$ cat src/hdl/rlm_pkg.sv
// Package of shared constants and types for the RSA letter exponentiation block.
package rlm_pkg;
    localparam int MOD_WIDTH_DEF = 32;
    localparam int DATA_W        = 32;
    localparam int CFG_IDX_W     = 2;
    localparam logic [31:0] LETTER_BASE = 32'd65;

    localparam logic [CFG_IDX_W-1:0] REG_PUB_EXP  = 2'd0;
    localparam logic [CFG_IDX_W-1:0] REG_PRIV_EXP = 2'd1;
    localparam logic [CFG_IDX_W-1:0] REG_MODULUS  = 2'd2;

    // Commands from the controller to the datapath.
    typedef struct packed {
        logic load;       // load base, exponent and accumulator
        logic mul_start;  // start a product acc*base
        logic sqr_start;  // start a product base*base
        logic red_start;  // start reduction of the initial base
        logic shift_exp;  // drop the exponent's low bit
    } rlm_cmd_t;

    typedef struct packed {
        logic busy;       // multiply or reduce unit at work
        logic exp_zero;
        logic exp_lsb;
    } rlm_status_t;
endpackage

$ cat src/hdl/rlm_stream_if.sv
// Valid/ready stream interface carrying the request and result payloads.
interface rlm_stream_if #(parameter int W = 32);
    logic         valid;
    logic         ready;
    logic [W-1:0] data;
    logic         flag;
    modport source (output valid, output data, output flag, input ready);
    modport sink   (input valid, input data, input flag, output ready);
endinterface

$ cat src/hdl/rlm_datapath.sv
// Datapath: base, exponent and accumulator registers with a shift-add modular multiplier.
module rlm_datapath #(
    parameter int MOD_WIDTH = rlm_pkg::MOD_WIDTH_DEF
) (
    input  logic                 clk,
    input  logic                 rst_n,
    input  rlm_pkg::rlm_cmd_t    cmd,
    input  logic [31:0]          base_in,
    input  logic [31:0]          exp_in,
    input  logic [MOD_WIDTH-1:0] mod_in,
    output rlm_pkg::rlm_status_t status,
    output logic [MOD_WIDTH:0]   acc
);
    localparam int CW = $clog2(MOD_WIDTH + 1) > 6 ? $clog2(MOD_WIDTH + 1) : 6;

    logic [31:0]          base_reg, base_next;
    logic [31:0]          exp_reg, exp_next;
    logic [MOD_WIDTH:0]   acc_reg, acc_next;
    // Interleaved multiply: r = (2r + a_bit*b) mod m, one bit of a per cycle.
    logic [MOD_WIDTH:0]   r_reg, r_next;
    logic [31:0]          a_reg, a_next;
    logic [MOD_WIDTH-1:0] b_reg, b_next;
    logic [CW-1:0]        cnt_reg, cnt_next;
    logic                 run_reg, run_next;
    logic                 dst_reg, dst_next;   // 1: result to acc, 0: to base

    logic [MOD_WIDTH+2:0] t;
    logic [MOD_WIDTH+2:0] m_ext;
    logic [MOD_WIDTH+2:0] t1;

    always_comb
    begin
        m_ext = {3'b000, mod_in};
        t = {1'b0, r_reg, 1'b0} + (a_reg[31] ? {3'b000, b_reg} : '0);
        t1 = (t >= m_ext) ? t - m_ext : t;
        if (t1 >= m_ext)
            t1 = t1 - m_ext;
    end

    always_comb
    begin
        base_next = base_reg;
        exp_next  = exp_reg;
        acc_next  = acc_reg;
        r_next    = r_reg;
        a_next    = a_reg;
        b_next    = b_reg;
        cnt_next  = cnt_reg;
        run_next  = run_reg;
        dst_next  = dst_reg;
        if (cmd.load)
        begin
            base_next = base_in;
            exp_next  = exp_in;
            acc_next  = {{MOD_WIDTH{1'b0}}, 1'b1};
        end
        if (cmd.shift_exp)
            exp_next = {1'b0, exp_reg[31:1]};
        if (cmd.red_start)
        begin
            // base mod m as base*1: 32 doublings of the base bits.
            r_next = '0; a_next = base_reg;
            b_next = {{(MOD_WIDTH-1){1'b0}}, 1'b1};
            cnt_next = CW'(32); run_next = 1'b1; dst_next = 1'b0;
        end
        if (cmd.mul_start)
        begin
            r_next = '0; a_next = 32'(acc_reg[MOD_WIDTH-1:0]);
            b_next = base_reg[MOD_WIDTH-1:0];
            cnt_next = CW'(32); run_next = 1'b1; dst_next = 1'b1;
        end
        if (cmd.sqr_start)
        begin
            r_next = '0; a_next = base_reg;
            b_next = base_reg[MOD_WIDTH-1:0];
            cnt_next = CW'(32); run_next = 1'b1; dst_next = 1'b0;
        end
        if (run_reg)
        begin
            r_next   = t1[MOD_WIDTH:0];
            a_next   = {a_reg[30:0], 1'b0};
            cnt_next = cnt_reg - CW'(1);
            if (cnt_reg == CW'(1))
            begin
                run_next = 1'b0;
                if (dst_reg)
                    acc_next = t1[MOD_WIDTH:0];
                else
                    base_next = 32'(t1[MOD_WIDTH:0]);
            end
        end
    end

    always_ff @(posedge clk or negedge rst_n)
    begin
        if (!rst_n)
            run_reg <= 1'b0;
        else
            run_reg <= run_next;
    end

    always_ff @(posedge clk)
    begin
        base_reg <= base_next;
        exp_reg  <= exp_next;
        acc_reg  <= acc_next;
        r_reg    <= r_next;
        a_reg    <= a_next;
        b_reg    <= b_next;
        cnt_reg  <= cnt_next;
        dst_reg  <= dst_next;
    end

    assign status.busy     = run_reg;
    assign status.exp_zero = (exp_reg == 32'd0);
    assign status.exp_lsb  = exp_reg[0];
    assign acc = acc_reg;
endmodule

$ cat src/hdl/rlm_ctrl.sv
// Controller state machine: handshakes, special cases and square-and-multiply sequencing.
module rlm_ctrl #(
    parameter int MOD_WIDTH = rlm_pkg::MOD_WIDTH_DEF
) (
    input  logic                 clk,
    input  logic                 rst_n,
    rlm_stream_if.sink           req,
    rlm_stream_if.source         rsp,
    input  logic [31:0]          pub_exp,
    input  logic [31:0]          priv_exp,
    input  logic [MOD_WIDTH-1:0] mod_val,
    input  rlm_pkg::rlm_status_t status,
    input  logic [MOD_WIDTH:0]   acc,
    output rlm_pkg::rlm_cmd_t    cmd,
    output logic [31:0]          base_out,
    output logic [31:0]          exp_out
);
    localparam logic [2:0] S_IDLE = 3'd0, S_RED = 3'd1, S_WRED = 3'd2, S_TEST = 3'd3,
                           S_WMUL = 3'd4, S_WSQR = 3'd5, S_DONE = 3'd6;

    logic [2:0]  state_reg, state_next;
    logic        dec_reg, dec_next;
    logic        ovalid_reg, ovalid_next;
    logic [31:0] odata_reg, odata_next;
    logic        oflag_reg, oflag_next;
    logic [31:0] rdata_reg;
    logic        rflag_reg;
    logic [31:0] fin;

    always_comb
    begin
        fin = dec_reg ? {24'd0, 8'(acc[7:0] + rlm_pkg::LETTER_BASE[7:0])}
                      : 32'(acc);
    end

    always_comb
    begin
        state_next  = state_reg;
        dec_next    = dec_reg;
        ovalid_next = ovalid_reg;
        odata_next  = odata_reg;
        oflag_next  = oflag_reg;
        cmd         = '0;
        base_out    = req.flag ? req.data : req.data - rlm_pkg::LETTER_BASE;
        exp_out     = req.flag ? priv_exp : pub_exp;
        if (rsp.ready)
            ovalid_next = 1'b0;
        case (state_reg)
            S_IDLE:
                if (req.valid)
                begin
                    dec_next = req.flag;
                    if (!req.flag && req.data < rlm_pkg::LETTER_BASE)
                    begin
                        odata_next = '0; oflag_next = 1'b1; state_next = S_DONE;
                    end
                    else if (mod_val == '0)
                    begin
                        odata_next = req.flag ? rlm_pkg::LETTER_BASE : 32'd0;
                        oflag_next = 1'b0; state_next = S_DONE;
                    end
                    else
                    begin
                        cmd.load = 1'b1; oflag_next = 1'b0; state_next = S_RED;
                    end
                end
            S_RED:
            begin
                cmd.red_start = 1'b1; state_next = S_WRED;
            end
            S_WRED:
                if (!status.busy)
                    state_next = S_TEST;
            S_TEST:
                if (status.exp_zero)
                begin
                    odata_next = fin; state_next = S_DONE;
                end
                else if (status.exp_lsb)
                begin
                    cmd.mul_start = 1'b1; state_next = S_WMUL;
                end
                else
                begin
                    cmd.sqr_start = 1'b1; cmd.shift_exp = 1'b1; state_next = S_WSQR;
                end
            S_WMUL:
                if (!status.busy)
                begin
                    cmd.sqr_start = 1'b1; cmd.shift_exp = 1'b1; state_next = S_WSQR;
                end
            S_WSQR:
                if (!status.busy)
                    state_next = S_TEST;
            S_DONE:
                if (!ovalid_reg || rsp.ready)
                begin
                    ovalid_next = 1'b1; state_next = S_IDLE;
                end
            default: state_next = S_IDLE;
        endcase
    end

    always_ff @(posedge clk or negedge rst_n)
    begin
        if (!rst_n)
        begin
            state_reg  <= S_IDLE;
            ovalid_reg <= 1'b0;
        end
        else
        begin
            state_reg  <= state_next;
            ovalid_reg <= ovalid_next;
        end
    end

    // The finished result waits in odata/oflag until the output register is free.
    always_ff @(posedge clk)
    begin
        dec_reg   <= dec_next;
        odata_reg <= odata_next;
        oflag_reg <= oflag_next;
        if (state_reg == S_DONE && (!ovalid_reg || rsp.ready))
        begin
            rdata_reg <= odata_reg;
            rflag_reg <= oflag_reg;
        end
    end

    assign req.ready = (state_reg == S_IDLE);
    assign rsp.valid = ovalid_reg;
    assign rsp.data  = rdata_reg;
    assign rsp.flag  = rflag_reg;
endmodule

$ cat src/hdl/rsa_letter_modexp.sv
// Top level of the RSA letter modular exponentiation block.
// Usage: requests arrive on req (flag = cmd, data = value); one result per request
// leaves on rsp (data = result, flag = bad_letter). Both use valid/ready and a
// transfer happens at a rising edge with valid and ready high.
// Configuration writes (cfg_we, cfg_idx, cfg_data) go to the public exponent (0),
// private exponent (1) and modulus (2); write only while the block is idle.
// Sequence: a bad letter or zero modulus goes straight to the result state.
// Otherwise the base is first reduced modulo the modulus, then each exponent bit up
// to the highest set one costs a squaring plus a multiply when the bit is set, all
// in the one shift-add modular multiplier, before the result is registered for
// output. One request is in work at a time; req.ready is high only while idle.
// The result register holds a waiting result while the receiver stalls; the next
// request may be taken and computed meanwhile, and waits to be delivered.
// Reset clears the handshake state and loads the registers with 17, 2753, 3233.
module rsa_letter_modexp #(
    parameter int MOD_WIDTH = rlm_pkg::MOD_WIDTH_DEF
) (
    input  logic                          clk,
    input  logic                          rst_n,
    rlm_stream_if.sink                    req,
    rlm_stream_if.source                  rsp,
    input  logic                          cfg_we,
    input  logic [rlm_pkg::CFG_IDX_W-1:0] cfg_idx,
    input  logic [rlm_pkg::DATA_W-1:0]    cfg_data
);
    logic [31:0] pub_reg, priv_reg, mod_reg;
    rlm_pkg::rlm_cmd_t    cmd;
    rlm_pkg::rlm_status_t status;
    logic [MOD_WIDTH:0]   acc;
    logic [31:0]          base_v, exp_v;

    always_ff @(posedge clk or negedge rst_n)
    begin
        if (!rst_n)
        begin
            pub_reg  <= 32'd17;
            priv_reg <= 32'd2753;
            mod_reg  <= 32'd3233;
        end
        else if (cfg_we)
        begin
            case (cfg_idx)
                rlm_pkg::REG_PUB_EXP:  pub_reg  <= cfg_data;
                rlm_pkg::REG_PRIV_EXP: priv_reg <= cfg_data;
                rlm_pkg::REG_MODULUS:  mod_reg  <= cfg_data;
                default: ;
            endcase
        end
    end

    rlm_ctrl #(.MOD_WIDTH(MOD_WIDTH)) u_ctrl (
        .clk(clk), .rst_n(rst_n), .req(req), .rsp(rsp),
        .pub_exp(pub_reg), .priv_exp(priv_reg), .mod_val(mod_reg[MOD_WIDTH-1:0]),
        .status(status), .acc(acc), .cmd(cmd), .base_out(base_v), .exp_out(exp_v)
    );

    rlm_datapath #(.MOD_WIDTH(MOD_WIDTH)) u_dp (
        .clk(clk), .rst_n(rst_n), .cmd(cmd), .base_in(base_v), .exp_in(exp_v),
        .mod_in(mod_reg[MOD_WIDTH-1:0]), .status(status), .acc(acc)
    );
endmodule
$ cat src/flat_wrapper.sv
// flat-port wrapper written by rule: the top's interface ports become plain ports
module rsa_letter_modexp_flat 
#(
    parameter int MOD_WIDTH = rlm_pkg::MOD_WIDTH_DEF
)
  (clk, rst_n, cfg_we, cfg_idx, cfg_data, req_valid, req_data, req_flag, req_ready, rsp_valid, rsp_data, rsp_flag, rsp_ready);
  rlm_stream_if req_i ();
  rlm_stream_if rsp_i ();
  input  logic clk;
  input  logic rst_n;
  input  logic cfg_we;
  input  logic [rlm_pkg::CFG_IDX_W-1:0] cfg_idx;
  input  logic [rlm_pkg::DATA_W-1:0] cfg_data;
  input wire logic [$bits(req_i.valid)-1:0] req_valid;
  input wire logic [$bits(req_i.data)-1:0] req_data;
  input wire logic [$bits(req_i.flag)-1:0] req_flag;
  output wire logic [$bits(req_i.ready)-1:0] req_ready;
  output wire logic [$bits(rsp_i.valid)-1:0] rsp_valid;
  output wire logic [$bits(rsp_i.data)-1:0] rsp_data;
  output wire logic [$bits(rsp_i.flag)-1:0] rsp_flag;
  input wire logic [$bits(rsp_i.ready)-1:0] rsp_ready;
  assign req_i.valid = req_valid;
  assign req_i.data = req_data;
  assign req_i.flag = req_flag;
  assign req_ready = req_i.ready;
  assign rsp_valid = rsp_i.valid;
  assign rsp_data = rsp_i.data;
  assign rsp_flag = rsp_i.flag;
  assign rsp_i.ready = rsp_ready;
  rsa_letter_modexp #(.MOD_WIDTH(MOD_WIDTH)) u_core (.clk(clk), .rst_n(rst_n), .req(req_i), .rsp(rsp_i), .cfg_we(cfg_we), .cfg_idx(cfg_idx), .cfg_data(cfg_data));
endmodule
$ cat config.mk
export PLATFORM = sky130hd
export DESIGN_NAME = rsa_letter_modexp_flat
export DESIGN_NICKNAME = d
export VERILOG_FILES = /design/src/hdl/rlm_pkg.sv /design/src/hdl/rlm_stream_if.sv /design/src/hdl/rlm_datapath.sv /design/src/hdl/rlm_ctrl.sv /design/src/hdl/rsa_letter_modexp.sv /design/src/flat_wrapper.sv
export SDC_FILE = /design/constraint.sdc
export NUM_CORES = 1
export LEC_CHECK = 0
export ABC_AREA = 1
export BUFFER_PORTS_ARGS = -buffer_cell sky130_fd_sc_hd__buf_2
export CORE_UTILIZATION = 50
export DETAILED_ROUTE_END_ITERATION = 8
export PLACE_DENSITY = 0.65
export SYNTH_ARGS = -nofsm -noshare
export SYNTH_HDL_FRONTEND = slang
export SYNTH_SLANG_ARGS = --single-unit
$ cat constraint.sdc
create_clock -name clk -period 14.6 [get_ports clk]
set_input_delay 0.73 -clock clk [delete_from_list [all_inputs] [get_ports clk]]
set_output_delay 0.73 -clock clk [all_outputs]
set_load 0.03 [all_outputs]
==> flow_summary.yaml <==
synth:
  yosysTopAreaCellShare_pct: 26.4
  yosysMostFrequentCell: "nand2_1"
  yosys_warnings: 0
  syn_area_per_cell_sq_um: 7.58
  syn_area_sq_um: 22700
  synth.distinct_cells: 51
  yosys.area.top_type: "edfxtp_1"
  synth_area_leaders: "edfxtp_1 (26%), nand2_1 (15%), dfrtp_1 (9.8%)"
  synth_edf_count: 200
  syn_nets: 3171
  seq_area_frac_synth_pct: 43.5
  synth_ff_type: "edfxtp_1"
  ys_async_sr_fraction_pct: 27.4
  synth_cells: 2997
  synthTopCellsByCount: "nand2_1 (879), inv_1 (380), nor2_1 (281)"
  synth-seq-cells: 368
grt:
  globalRouteTotalUtil_pct: 30.5
  grt_start_max_net_pins: 73
  grt_pass1_vias: 19400
  overflow: 0
  grt_pass1_wl_um: 110000
  antenna_found_initial: 0
clock_tree:
  insertion_delay_ns: 0.58
  cts-resized-gates: 0
  cts_tree: "built"
  htreeDepth: 2
  cts.sink_count: 368
  post_cts_buffers: 0
  clk_pin_slew_worst_paths_ns: 0.06
  cts_made_buffers: 40
  cts_hold_buf: 0
  root_buffer: "clkbuf_16"
  cts_buffer_depth: 3
routing:
  viasPerCell: 5.53
  vias: 20400
  routedWlPerCell_um: 19.2
  drt_iter0_markers: 1860
  route.final.wire_length_um: 70800
  dr.pass1.iters: 6
  ant_nets: 0
  drc: 0
die:
  die_y_um: 215
  core_area_sq_um: 44500
  start_util_pct: 51.0
  ios: 107
  die_x_um: 215
  rows: 77
  dieArea_sq_um: 46300
finish:
  largest_reg_flops: 33
  finish.utilization_pct: 56.1
  final_net_count: 3236
  drive_gt1_share_pct: 8.02
  syn_to_final_growth_pct: 9.98
  design_area_sq_um: 25000
  antenna_cells: 0
place:
  dp_hpwl_um: 53900
  port_buffers: 106
  place_area_sq_um: 23700
  gp_congestion: 1.00
worst_setup_path:
  cp-startpoint: "u_core.u_dp.a_reg[31]"
  crit_path_start_kind: "flip-flop"
  crit_path_max_fanout: 38
  critPathArrivalTime_ns: 8.42
  rr_startpoint: "u_core.u_dp.a_reg[31]"
  critPathKind: "flip-flop to flip-flop"
  worstPathRequired_ns: 15.07
  cp_slowest_stage_delay_ns: 0.62
  endpoint_kind: "flip-flop"
  crit_top_cell: "nand2_1"
  crit_slowest_cell: "nor2_4"
outcome:
  outcome: "complete, no violations"
sta:
  finalMaxSlewViolations: 0
  setup_violations: 0
  max_freq_mhz: 126
  fin_setup_tns_ns: 0
  rsz0062_at_grt: "false"
  fin_crit_sh_pct: 54.5
  maxSlewHeadroom_pct: 16.7
  hold_viol_final: 0
  clock_skew_ns: 0.0305
  tightest_slew_ns: 1.25
  period_needed_ns: 7.95
run:
  max_cap_violations: 0
min_path:
  min_path_type: "input pin to async pin"
==> worst max-delay path, delay by kind of cell (launching register included) <==
kind | cells | cell delay, ns
XOR/XNOR | 1 | 0.24
adder cells (fa/ha/maj) | 4 | 1.47
AND/OR/NAND/NOR | 21 | 2.82
buffers and inverters | 6 | 1.11
flip-flops | 1 | 0.36
AO/OA/AOI/OAI | 9 | 1.76
==> layout by cell type (no fill, tap or decap), drive strengths merged, types with 89 or more instances in the layout <==
master,instances
ha,99
dfrtp,89
nand3,98
inv,387
buf,123
o21ai,260
nor2,285
edfxtp,200
nand2,898
a21oi,171
==> stage by stage <==
step | hold WS, ns | cells | setup slack, ns
after floorplan | 0.400 | 2997 | 8.72
after global placement | 0.402 | 3612 | 6.79
after detailed placement | 0.405 | 3612 | 6.77
after CTS | 0.168 | 3686 | 6.75
after global routing | 0.187 | 3686 | 5.99
final | 0.156 | 3686 | 6.65
==> worst paths after layout <==
| check | end | slack, ns | depth (start not counted) |
|---|---|---|---|
| max | u_core.u_dp.acc[20] | 6.65 | 41 |
| min | u_core.priv_reg[16] | 0.16 | 1 |
| max reg2reg | u_core.u_dp.acc[20] | 6.65 | 41 |
| min reg2reg | u_core.u_ctrl.rsp.data[27] | 0.42 | 0 |
| max in group asynchronous | u_core.priv_reg[28] | 13.30 | 2 |
| min in group clk | u_core.u_ctrl.rsp.data[27] | 0.42 | 0 |
==> metal layers <==
metal  wire [um]  global-route usage, %  up-vias
met5           0                      0        -
met4        2170                   9.60        0
met3        3830                   3.28      127
met2       33900                   51.3      639
met1       30900                   41.1     9659
li1            -                      -     9942
==> cell families after synthesis <==
logic type	count (synthesis)	share of synthesized area, %
fa+ha+maj	102	5.72
flops	368	43.5
buf+inv	487	8.54
compound gates	516	12.2
xor+xnor	109	4.20
simple gates	1415	25.8
==> final cells by class <==
| class | instances | area (sq um) |
|---|---|---|
| clock buffers | 54 | 1120 |
| clock inverters | 20 | 181 |
| fillers | 4281 | 19500 |
| inverters | 387 | 1450 |
| multi-input cells | 2142 | 10900 |
| flip-flops and latches | 368 | 9890 |
| well taps | 592 | 741 |
| repair buffers | 123 | 661 |
Power is not shown: default switching activity piles up to over one toggle a cycle in this logic, so the estimate is an artifact.
